**config.mk**
```make
export PLATFORM = sky130hd
export DESIGN_NAME = thread_mask_packet_splitter_unit
export DESIGN_NICKNAME = d
export VERILOG_FILES = /design/src/hw/rtl/tmps_pkg.sv /design/src/hw/rtl/tmps_datapath.sv /design/src/hw/rtl/tmps_controller.sv /design/src/hw/rtl/thread_mask_packet_splitter_unit.sv
export SDC_FILE = /design/constraint.sdc
export NUM_CORES = 1
export LEC_CHECK = 0
export ABC_AREA = 1
export BUFFER_PORTS_ARGS = -buffer_cell sky130_fd_sc_hd__buf_2
export CAP_MARGIN = 10
export CELL_PAD_IN_SITES_DETAIL_PLACEMENT = 0
export CELL_PAD_IN_SITES_GLOBAL_PLACEMENT = 1
export CORE_MARGIN = 1
export CORE_UTILIZATION = 29
export CTS_BUF_LIST = sky130_fd_sc_hd__clkbuf_2
export DETAILED_ROUTE_END_ITERATION = 7
export PLACE_DENSITY_LB_ADDON = 0.3
export SYNTH_ARGS = -nofsm -noshare
export SYNTH_HDL_FRONTEND = slang
export SYNTH_HIERARCHICAL = 1
export SYNTH_SLANG_ARGS = --single-unit
```
**constraint.sdc**
```tcl
create_clock -name clock -period 6 [get_ports clock]
set_input_delay 0 -clock clock [delete_from_list [all_inputs] [get_ports clock]]
set_output_delay 0 -clock clock [all_outputs]
set_load 0.01 [all_outputs]
```
**src/hw/rtl/tmps_pkg.sv**
```systemverilog
// shared types and constants for the thread mask packet splitter
`timescale 1ns / 1ps

package tmps_pkg;

   // fixed field widths
   localparam int MASK_W = 32;
   localparam int TAG_W = 32;
   localparam int LANE_W = 8;
   localparam int GRP_W = 2;
   localparam int MAX_GROUPS = 4;

   // one issued instruction
   typedef struct packed {
      logic [MASK_W-1:0] thread_mask;
      logic              start_of_packet;
      logic              end_of_packet;
      logic [TAG_W-1:0]  instr_tag;
   } req_type;

   // one emitted packet
   typedef struct packed {
      logic [LANE_W-1:0] lane_mask;
      logic [GRP_W-1:0]  group_index;
      logic              sop_out;
      logic              eop_out;
      logic [TAG_W-1:0]  tag_out;
      logic              last;
   } rsp_type;

   // controller to datapath commands
   typedef struct packed {
      logic load;
      logic emit;
   } ctl_cmd_type;

   // datapath to controller status
   typedef struct packed {
      logic last_group;
   } dp_sts_type;

endpackage

```
**src/hw/rtl/tmps_datapath.sv**
```systemverilog
// datapath: instruction holding registers, group walk and packet output register
`timescale 1ns / 1ps

module tmps_datapath #(
   parameter int THREADS = 32,
   parameter int LANES = 8
) (
   input  logic                 clock,
   input  logic                 reset,
   input  tmps_pkg::ctl_cmd_type cmd,
   output tmps_pkg::dp_sts_type  sts,
   input  tmps_pkg::req_type     req_data,
   output tmps_pkg::rsp_type     rsp_data
);

   localparam bit PASS = (LANES >= THREADS);

   // threads belonging to group g, limited to the usable thread range
   function automatic logic [tmps_pkg::MASK_W-1:0] group_select(int g);
      logic [tmps_pkg::MASK_W-1:0] m;
      int lo;
      int n;
      m = '0;
      lo = g * LANES;
      n = (THREADS < tmps_pkg::MASK_W) ? THREADS : tmps_pkg::MASK_W;
      for (int t = 0; t < tmps_pkg::MASK_W; t++) begin
         if (t >= lo && t < lo + LANES && t < n) m[t] = 1'b1;
      end
      return m;
   endfunction

   logic [tmps_pkg::MASK_W-1:0]     mask_ff;
   logic                            sop_ff;
   logic                            eop_ff;
   logic [tmps_pkg::TAG_W-1:0]      tag_ff;
   logic [tmps_pkg::MAX_GROUPS-1:0] rem_ff, rem_in;
   logic                            first_ff, first_in;
   tmps_pkg::rsp_type               rsp_ff, rsp_in;

   logic [tmps_pkg::MAX_GROUPS-1:0] req_any;
   logic [tmps_pkg::LANE_W-1:0]     grp_bits [tmps_pkg::MAX_GROUPS];
   logic [tmps_pkg::GRP_W-1:0]      sel_idx;
   logic                            last_group;

   // per-group activity and lane bits
   for (genvar g = 0; g < tmps_pkg::MAX_GROUPS; g++) begin : g_group
      localparam logic [tmps_pkg::MASK_W-1:0] SEL = group_select(g);
      localparam int SHIFT = g * LANES;
      logic [tmps_pkg::MASK_W-1:0] shifted;
      assign req_any[g] = |(req_data.thread_mask & SEL);
      assign shifted = (mask_ff & SEL) >> SHIFT;
      assign grp_bits[g] = shifted[tmps_pkg::LANE_W-1:0];
   end

   // lowest group still pending
   always_comb begin
      sel_idx = '0;
      for (int g = tmps_pkg::MAX_GROUPS - 1; g >= 0; g--) begin
         if (rem_ff[g]) sel_idx = tmps_pkg::GRP_W'(g);
      end
   end

   assign last_group = ((rem_ff & (rem_ff - 1'b1)) == '0);
   assign sts.last_group = last_group;

   // next values of the walk and the output register
   always_comb begin
      rem_in = rem_ff;
      first_in = first_ff;
      rsp_in = rsp_ff;
      if (cmd.load) begin
         // pass-through or empty mask walks group 0 alone
         if (PASS || req_any == '0) rem_in = tmps_pkg::MAX_GROUPS'(1);
         else rem_in = req_any;
         first_in = 1'b1;
      end else if (cmd.emit) begin
         rem_in = rem_ff & (rem_ff - 1'b1);
         first_in = 1'b0;
         rsp_in.lane_mask = grp_bits[sel_idx];
         rsp_in.group_index = sel_idx;
         rsp_in.sop_out = sop_ff & first_ff;
         rsp_in.eop_out = eop_ff & last_group;
         rsp_in.tag_out = tag_ff;
         rsp_in.last = last_group;
      end
   end

   // control registers
   always_ff @(posedge clock) begin
      if (reset) begin
         rem_ff <= '0;
         first_ff <= 1'b0;
      end else begin
         rem_ff <= rem_in;
         first_ff <= first_in;
      end
   end

   // payload registers
   always_ff @(posedge clock) begin
      if (cmd.load) begin
         mask_ff <= req_data.thread_mask;
         sop_ff <= req_data.start_of_packet;
         eop_ff <= req_data.end_of_packet;
         tag_ff <= req_data.instr_tag;
      end
      rsp_ff <= rsp_in;
   end

   assign rsp_data = rsp_ff;

   // a loaded instruction always has a group to emit
   a_load_nonempty: assert property (@(posedge clock) disable iff (reset)
      cmd.load |=> rem_ff != '0)
      else $error("no pending group after load");

   // only the first packet may carry sop
   a_sop_first_only: assert property (@(posedge clock) disable iff (reset)
      cmd.emit |=> !first_ff)
      else $error("first flag survived an emitted packet");

endmodule

```
**src/hw/rtl/tmps_controller.sv**
```systemverilog
// controller: instruction acceptance and packet issue sequencing
`timescale 1ns / 1ps

module tmps_controller (
   input  logic                  clock,
   input  logic                  reset,
   input  logic                  req_valid,
   output logic                  req_ready,
   output logic                  rsp_valid,
   input  logic                  rsp_ready,
   output tmps_pkg::ctl_cmd_type cmd,
   input  tmps_pkg::dp_sts_type  sts
);

   typedef enum logic {
      IDLE,
      BUSY
   } state_type;

   state_type state_ff;
   logic      rsp_valid_ff;

   // command decode
   assign req_ready = (state_ff == IDLE);
   assign cmd.load = req_valid && (state_ff == IDLE);
   assign cmd.emit = (state_ff == BUSY) && (!rsp_valid_ff || rsp_ready);
   assign rsp_valid = rsp_valid_ff;

   // state and output valid
   always_ff @(posedge clock) begin
      if (reset) begin
         state_ff <= IDLE;
         rsp_valid_ff <= 1'b0;
      end else begin
         case (state_ff)
            IDLE: begin
               if (req_valid) state_ff <= BUSY;
            end
            BUSY: begin
               if (cmd.emit && sts.last_group) state_ff <= IDLE;
            end
            default: state_ff <= IDLE;
         endcase
         if (cmd.emit) rsp_valid_ff <= 1'b1;
         else if (rsp_ready) rsp_valid_ff <= 1'b0;
      end
   end

   // issuing the final packet ends the instruction
   a_last_ends: assert property (@(posedge clock) disable iff (reset)
      cmd.emit && sts.last_group |=> state_ff == IDLE && rsp_valid_ff)
      else $error("controller did not finish after final packet");

   // a stalled packet is never overwritten
   a_no_overwrite: assert property (@(posedge clock) disable iff (reset)
      rsp_valid_ff && !rsp_ready |-> !cmd.emit)
      else $error("packet issued over a stalled transaction");

endmodule

```
**src/hw/rtl/thread_mask_packet_splitter_unit.sv**
```systemverilog
// top level of the thread mask packet splitter
`timescale 1ns / 1ps
// Usage:
//   req channel: one issued instruction per transaction (thread mask, sop, eop, tag).
//   rsp channel: one packet per active group of LANES threads, lowest group first;
//   the final packet of an instruction has last set and carries eop, the first
//   carries sop. An empty mask, or LANES >= THREADS, gives a single packet for group 0.
//   Only groups 0..3 and threads 0..31 are looked at.
// Timing:
//   An instruction that yields P packets (1 to 4) is first taken into the holding
//   registers, then the group walk gives one packet per cycle while rsp_ready
//   does not stall it, moving to the next pending group with each packet. The
//   first packet is registered in the output register after the instruction is
//   taken. req_ready is high whenever no instruction is being split, also
//   while the final packet waits in the output register.
// Reset:
//   Synchronous, active high; the unit comes up idle with rsp_valid low.
// Stalls:
//   When rsp_ready is low the held packet stays stable and the group walk
//   pauses until the packet is taken.

module thread_mask_packet_splitter_unit #(
   parameter int THREADS = 32,
   parameter int LANES = 8
) (
   input  logic              clock,
   input  logic              reset,
   input  logic              req_valid,
   output logic              req_ready,
   input  tmps_pkg::req_type req_data,
   output logic              rsp_valid,
   input  logic              rsp_ready,
   output tmps_pkg::rsp_type rsp_data
);

   tmps_pkg::ctl_cmd_type cmd;
   tmps_pkg::dp_sts_type  sts;

   // sequencing
   tmps_controller u_ctrl (
      .clock     (clock),
      .reset     (reset),
      .req_valid (req_valid),
      .req_ready (req_ready),
      .rsp_valid (rsp_valid),
      .rsp_ready (rsp_ready),
      .cmd       (cmd),
      .sts       (sts)
   );

   // group walk and packet formation
   tmps_datapath #(
      .THREADS (THREADS),
      .LANES   (LANES)
   ) u_dp (
      .clock    (clock),
      .reset    (reset),
      .cmd      (cmd),
      .sts      (sts),
      .req_data (req_data),
      .rsp_data (rsp_data)
   );

endmodule

```
==> impl_metrics.csv, run 1 <==
group,metric,value,unit
synth,postSynthAreaPerCell,16.33,µm²
synth,synth_seq_area_share,83.39,%
die,die_height,121.8,µm
run_status,stage_where_the_run_ended,"clock tree synthesis (4_1_cts)",
synth,post_synth_instance_area,4165,µm²
synth,ys_seq_elements,118,
synth,yosysWarningCount,6,
clocking,cts.sinks,118,
die,starting_density_of_the_core,29.89,%
placement,number_of_i_o_port_buffers,116,
run_status,run_status,"did not finish",
synth,netlist-cell-type-count,24,
synth,post_synth_inst_count,255,
clocking,cts_hold_repair.buffers,118,
placement,place_congestion,0.7263,
clocking,postCtsSetupRepairBufs,0,
die,design.portCount,117,
die,die_w,121.8,µm
clocking,numCtsBuffers,17,
die,rows,43,
clocking,cts-resized-gates,0,
synth,synth_fp_nets,325,
clocking,cts_root_buffer,"sky130_fd_sc_hd__clkbuf_2",
clocking,htree_num_levels,4,
placement,dp_hpwl,5381,µm
clocking,cts_max_path_buffers,2,
run_status,firstError,"[ERROR RSZ-0060] Max buffer count reached.",
placement,dp_slack,4.017,ns
==> through the flow <==
step / instance area (µm²) / instances
after floorplan: 4168 / 255
after detailed placement: 4960 / 549
after global placement: 4960 / 549
==> cell usage after synthesis (all sizes together) <==
master	count	area share (%)
edfxtp	111	80
buf	4	0.99
and2	1	0.15
o21ai	11	1.4
o211ai	8	2.2
nor3	3	0.36
dfxtp	7	3.4
inv	30	2.7
nand2	34	3.5
nor2	25	2.5
o211a	1	0.24
a211oi	2	0.36
nand3	4	0.48
a21oi	14	1.8
==> cell families after synthesis <==
logic type / share of synthesized area, %
buffers and inverters: 3.695
AO/OA/AOI/OAI: 5.948
AND/OR/NAND/NOR: 6.969
flip-flops: 83.39
==> run 2: changes to the inputs <==
--- a/config.mk
+++ b/config.mk
@@ -8,13 +8,10 @@
 export ABC_AREA = 1
 export BUFFER_PORTS_ARGS = -buffer_cell sky130_fd_sc_hd__buf_2
 export CAP_MARGIN = 10
-export CELL_PAD_IN_SITES_DETAIL_PLACEMENT = 0
-export CELL_PAD_IN_SITES_GLOBAL_PLACEMENT = 1
 export CORE_MARGIN = 1
-export CORE_UTILIZATION = 29
-export CTS_BUF_LIST = sky130_fd_sc_hd__clkbuf_2
+export CORE_UTILIZATION = 20
 export DETAILED_ROUTE_END_ITERATION = 7
-export PLACE_DENSITY_LB_ADDON = 0.3
+export PLACE_DENSITY_LB_ADDON = 0.15
 export SYNTH_ARGS = -nofsm -noshare
 export SYNTH_HDL_FRONTEND = slang
 export SYNTH_HIERARCHICAL = 1
==> constraint.sdc (replaced) <==
create_clock -name clock -period 7.8 [get_ports clock]
set_input_delay 0 -clock clock [delete_from_list [all_inputs] [get_ports clock]]
set_output_delay 0 -clock clock [all_outputs]
set_load 0.01 [all_outputs]
==> impl_metrics.csv, run 2 <==
group,metric,value,unit
run_status,run_status,"finished clean",
global_routing,global_route.overflow_total,0,
setup_path,cp_max_fo,25,
clocking,cts.sinks,118,
sta,period_share,29.69,%
global_routing,largest_net_degree_at_the_start_of_global_routing,73,
final_layout,largest_register_ffs,45,
setup_path,r2r_start,"u_ctrl/state_ff",
global_routing,vias_in_the_first_global_route,2685,
job,drv_cap,0,
clocking,numCtsBuffers,17,
sta,final_max_slew_viol_count,0,
die,starting_density_of_the_core,20.52,%
drt,drt_wl_total,9105,µm
final_layout,final_cell_mix,"sky130_fd_sc_hd__buf_2 (116), sky130_fd_sc_hd__edfxtp_1 (111), sky130_fd_sc_hd__dlygate4sd3_1 (69), sky130_fd_sc_hd__nand2_1 (29), sky130_fd_sc_hd__inv_1 (26)",
sta,max_freq,431.9,MHz
clocking,clock_latency,0.41,ns
power,sw_frac_of_total,22.04,%
setup_path,timing.critical_path.to_type,"flip-flop",
power,power_switching,0.3711,mW
drt,dr_total_vias,2669,
setup_path,rr_endpoint,"u_dp/rsp_data[12]",
worst_hold_path,hold_path_end,"u_dp/tag_ff[25]",
placement,number_of_i_o_port_buffers,116,
clocking,htree_num_levels,4,
placement,place_congestion,0.7060,
drt,postRouteAntennaNets,0,
setup_path,critical_path.startpoint_type,"flip-flop",
global_routing,grt_antenna_before_repair,0,
placement,dp_hpwl,6163,µm
placement,placed_area,5072,µm²
setup_path,path_cells,"inv_1 > a21oi_1 > inv_1 > nor2_4 > buf_4",
final_layout,finalNonFillerCells,739,
power,leakagePower,2.509,nW
sta,fin_skew,0.004886,ns
synth,synth_seq_area_share,83.39,%
power,power.combinational.fraction,8.8,%
setup_path,critical-path-top-delay-family,"buffers and inverters",
synth,post_synth_instance_area,4165,µm²
sta,timing.final.setup_violations,0,
synth,synth_enable_flop_cells,111,
setup_path,slack_of_the_worst_reg_to_reg_path,5.48,ns
synth,ys_seq_elements,118,
sta,worst-slew-pin-transition,0.9410,ns
die,die_height,146.3,µm
worst_hold_path,hold_path_class,"in2reg",
drt,vias_per_cell,3.612,
setup_path,worst_path_most_repeated_cell,"sky130_fd_sc_hd__inv_1",
setup_path,reg2regPathDepth,5,
drt,drt_pre_antenna_iters,4,
worst_hold_path,holdCritStartpoint,"req_data[25]",
power,clockPowerShare,45.9,%
die,design.portCount,117,
power,cell_internal_pwr,1.312,mW
synth,yosysWarningCount,6,
final_layout,layout.cell_area.non_filler,6351,µm²
synth,synth_most_common_cell,"sky130_fd_sc_hd__edfxtp_1",
drt,drt-wirelength-per-cell,12.32,µm
die,floorplan.die_area,21410,µm²
final_layout,areaGrowthSynthToFinish,52.48,%
setup_path,timing.critical_path.slowest_cell_delay,0.52,ns
synth,synth_fp_nets,325,
drt,remaining_drc_errors,0,
synth,synth_top_cell_by_area,"sky130_fd_sc_hd__edfxtp_1",
sta,min_period,2.316,ns
setup_path,critical_path_class,"reg2reg",
sta,hold_viol,0,
synth,post_synth_inst_count,255,
die,core_area,20300,µm²
sta,max_slew_margin,37.27,%
synth,netlist_top_cells_count,"sky130_fd_sc_hd__edfxtp_1 (111), sky130_fd_sc_hd__nand2_1 (29), sky130_fd_sc_hd__inv_1 (26)",
setup_path,slowest_stage,"sky130_fd_sc_hd__nor2_4",
power,power_frac_seq,45.2,%
clocking,cts_tree,"done",
clocking,cts.clk_slew.worst_paths,0.05,ns
placement,placed_cells_incl_taps,639,
power,power.ir.vdd_worst,132.1,µV
clocking,cts_root_buffer,"sky130_fd_sc_hd__clkbuf_16",
sta,grt_setup_unrepaired,"no",
sta,totalNegativeSetupSlack,0,ns
final_layout,final_layout_size_suffix_gt1_share,36.03,%
synth,post_synth_main_area_contributors,"sky130_fd_sc_hd__edfxtp_1 (80%), sky130_fd_sc_hd__dfxtp_1 (3.4%), sky130_fd_sc_hd__nand2_1 (2.6%), sky130_fd_sc_hd__inv_1 (2.3%), sky130_fd_sc_hd__nor2_1 (2.1%)",
synth,yosysTopAreaCellShare,80.02,%
final_layout,nNetsFinal,527,
setup_path,critPathRequiredTime,7.87,ns
drt,drt_first_iter_violations,103,
clocking,postCtsSetupRepairBufs,0,
die,rows,52,
synth,netlist-cell-type-count,24,
final_layout,antenna_diode_count,0,
synth,synth_top_flop_cell,"sky130_fd_sc_hd__edfxtp_1",
clocking,cts_max_path_buffers,2,
setup_path,critical_path_buf_inv_count,3,
worst_hold_path,hold-path-cell-count,2,
final_layout,n_fill_cell,2088,
die,die_w,146.3,µm
clocking,cts-resized-gates,0,
power,powerDensity,265.0,nW/µm²
final_layout,final_common_cell,"sky130_fd_sc_hd__buf_2",
global_routing,grt_first_pass_wirelength,13970,µm
global_routing,grt_util_all_layers,8.920,%
synth,postSynthAreaPerCell,16.33,µm²
synth,ys_async_rst_share,0,%
setup_path,worst_ep_arrival_time,2.39,ns
-- run 2: cell counts after synthesis --
No cell type changed its count.
-- run 2: logic make-up (layout without fill, tap and decap cells) --
kind of cell,Yosys count,after routing,share of synthesized area [%]
flops,118,118,83.39
compound gates,36,36,5.948
buf+inv,34,248,3.695
simple gates,67,67,6.969
-- run 2: layer usage --
layer | global-route usage [%] | up-vias | wire [µm]
li1 | - | 1319 | -
met1 | 10.49 | 1246 | 4012
met2 | 14.57 | 93 | 4373
met3 | 3.188 | 11 | 564
met4 | 4.063 | 0 | 155
met5 | 0 | - | 0
-- run 2: what timing repair did --
action / in CTS / in global routing
endpoints found under the hold margin: 73 / 0
setup endpoints to repair: 0 / 0
hold buffers: 69 / 0
-- run 2: worst max path at each step --
stage,endpoint,startpoint,cells after the start
3_3_place_gp,u_dp/rsp_data[44],u_ctrl/state_ff,5
3_5_place_dp,u_dp/rsp_data[44],u_ctrl/state_ff,5
6_report,u_dp/rsp_data[12],u_ctrl/state_ff,5
5_1_grt,u_dp/rsp_data[42],u_ctrl/state_ff,5
2_1_floorplan,u_dp/rsp_data[0],u_ctrl/state_ff,2
4_1_cts,u_dp/rsp_data[42],u_ctrl/state_ff,5
-- run 2: cell type report --
class                      instances  area, µm²  share of cell area, %
multi-input combinational        103      553.0                  8.708
timing repair buffer             187       1286                  20.25
clock buffer                      18      429.2                  6.757
tap                              270      337.8                  5.319
inverter                          30      112.6                  1.773
sequential                       118       3473                  54.69
clock inverter                    13      158.9                  2.502
-- run 2: per-stage QoR --
step                hold WS [ns]  worst slack, ns  util (%)  power [mW]
floorplan                0.06907            1.426         -      0.8484
global placement          0.1784            5.536     24.99      0.8997
detailed placement        0.1781            5.445     24.99      0.9010
CTS                       0.2791            5.437     31.29       1.713
global route              0.3015            5.272     31.29       1.752
finish                    0.3019            5.484     31.29       1.683
-- run 2: worst reg2reg max path: cells and delay by family, from the launching register on --
kind | cells | cell delay [ns]
buffers and inverters | 3 | 0.73
and+or+nand+nor | 1 | 0.52
AOI/OAI and AO/OA | 1 | 0.30
DFF | 1 | 0.42
-- run 2: power by group through the flow --
stage	registers [mW]	logic [mW]	clock network (mW)
floorplan	0.784	0.0644	0
CTS	0.762	0.153	0.797
finish	0.762	0.148	0.773
detailed placement	0.775	0.126	0
global placement	0.775	0.125	0
global route	0.765	0.166	0.821
Note: power is estimated with default switching activity, not from simulation.
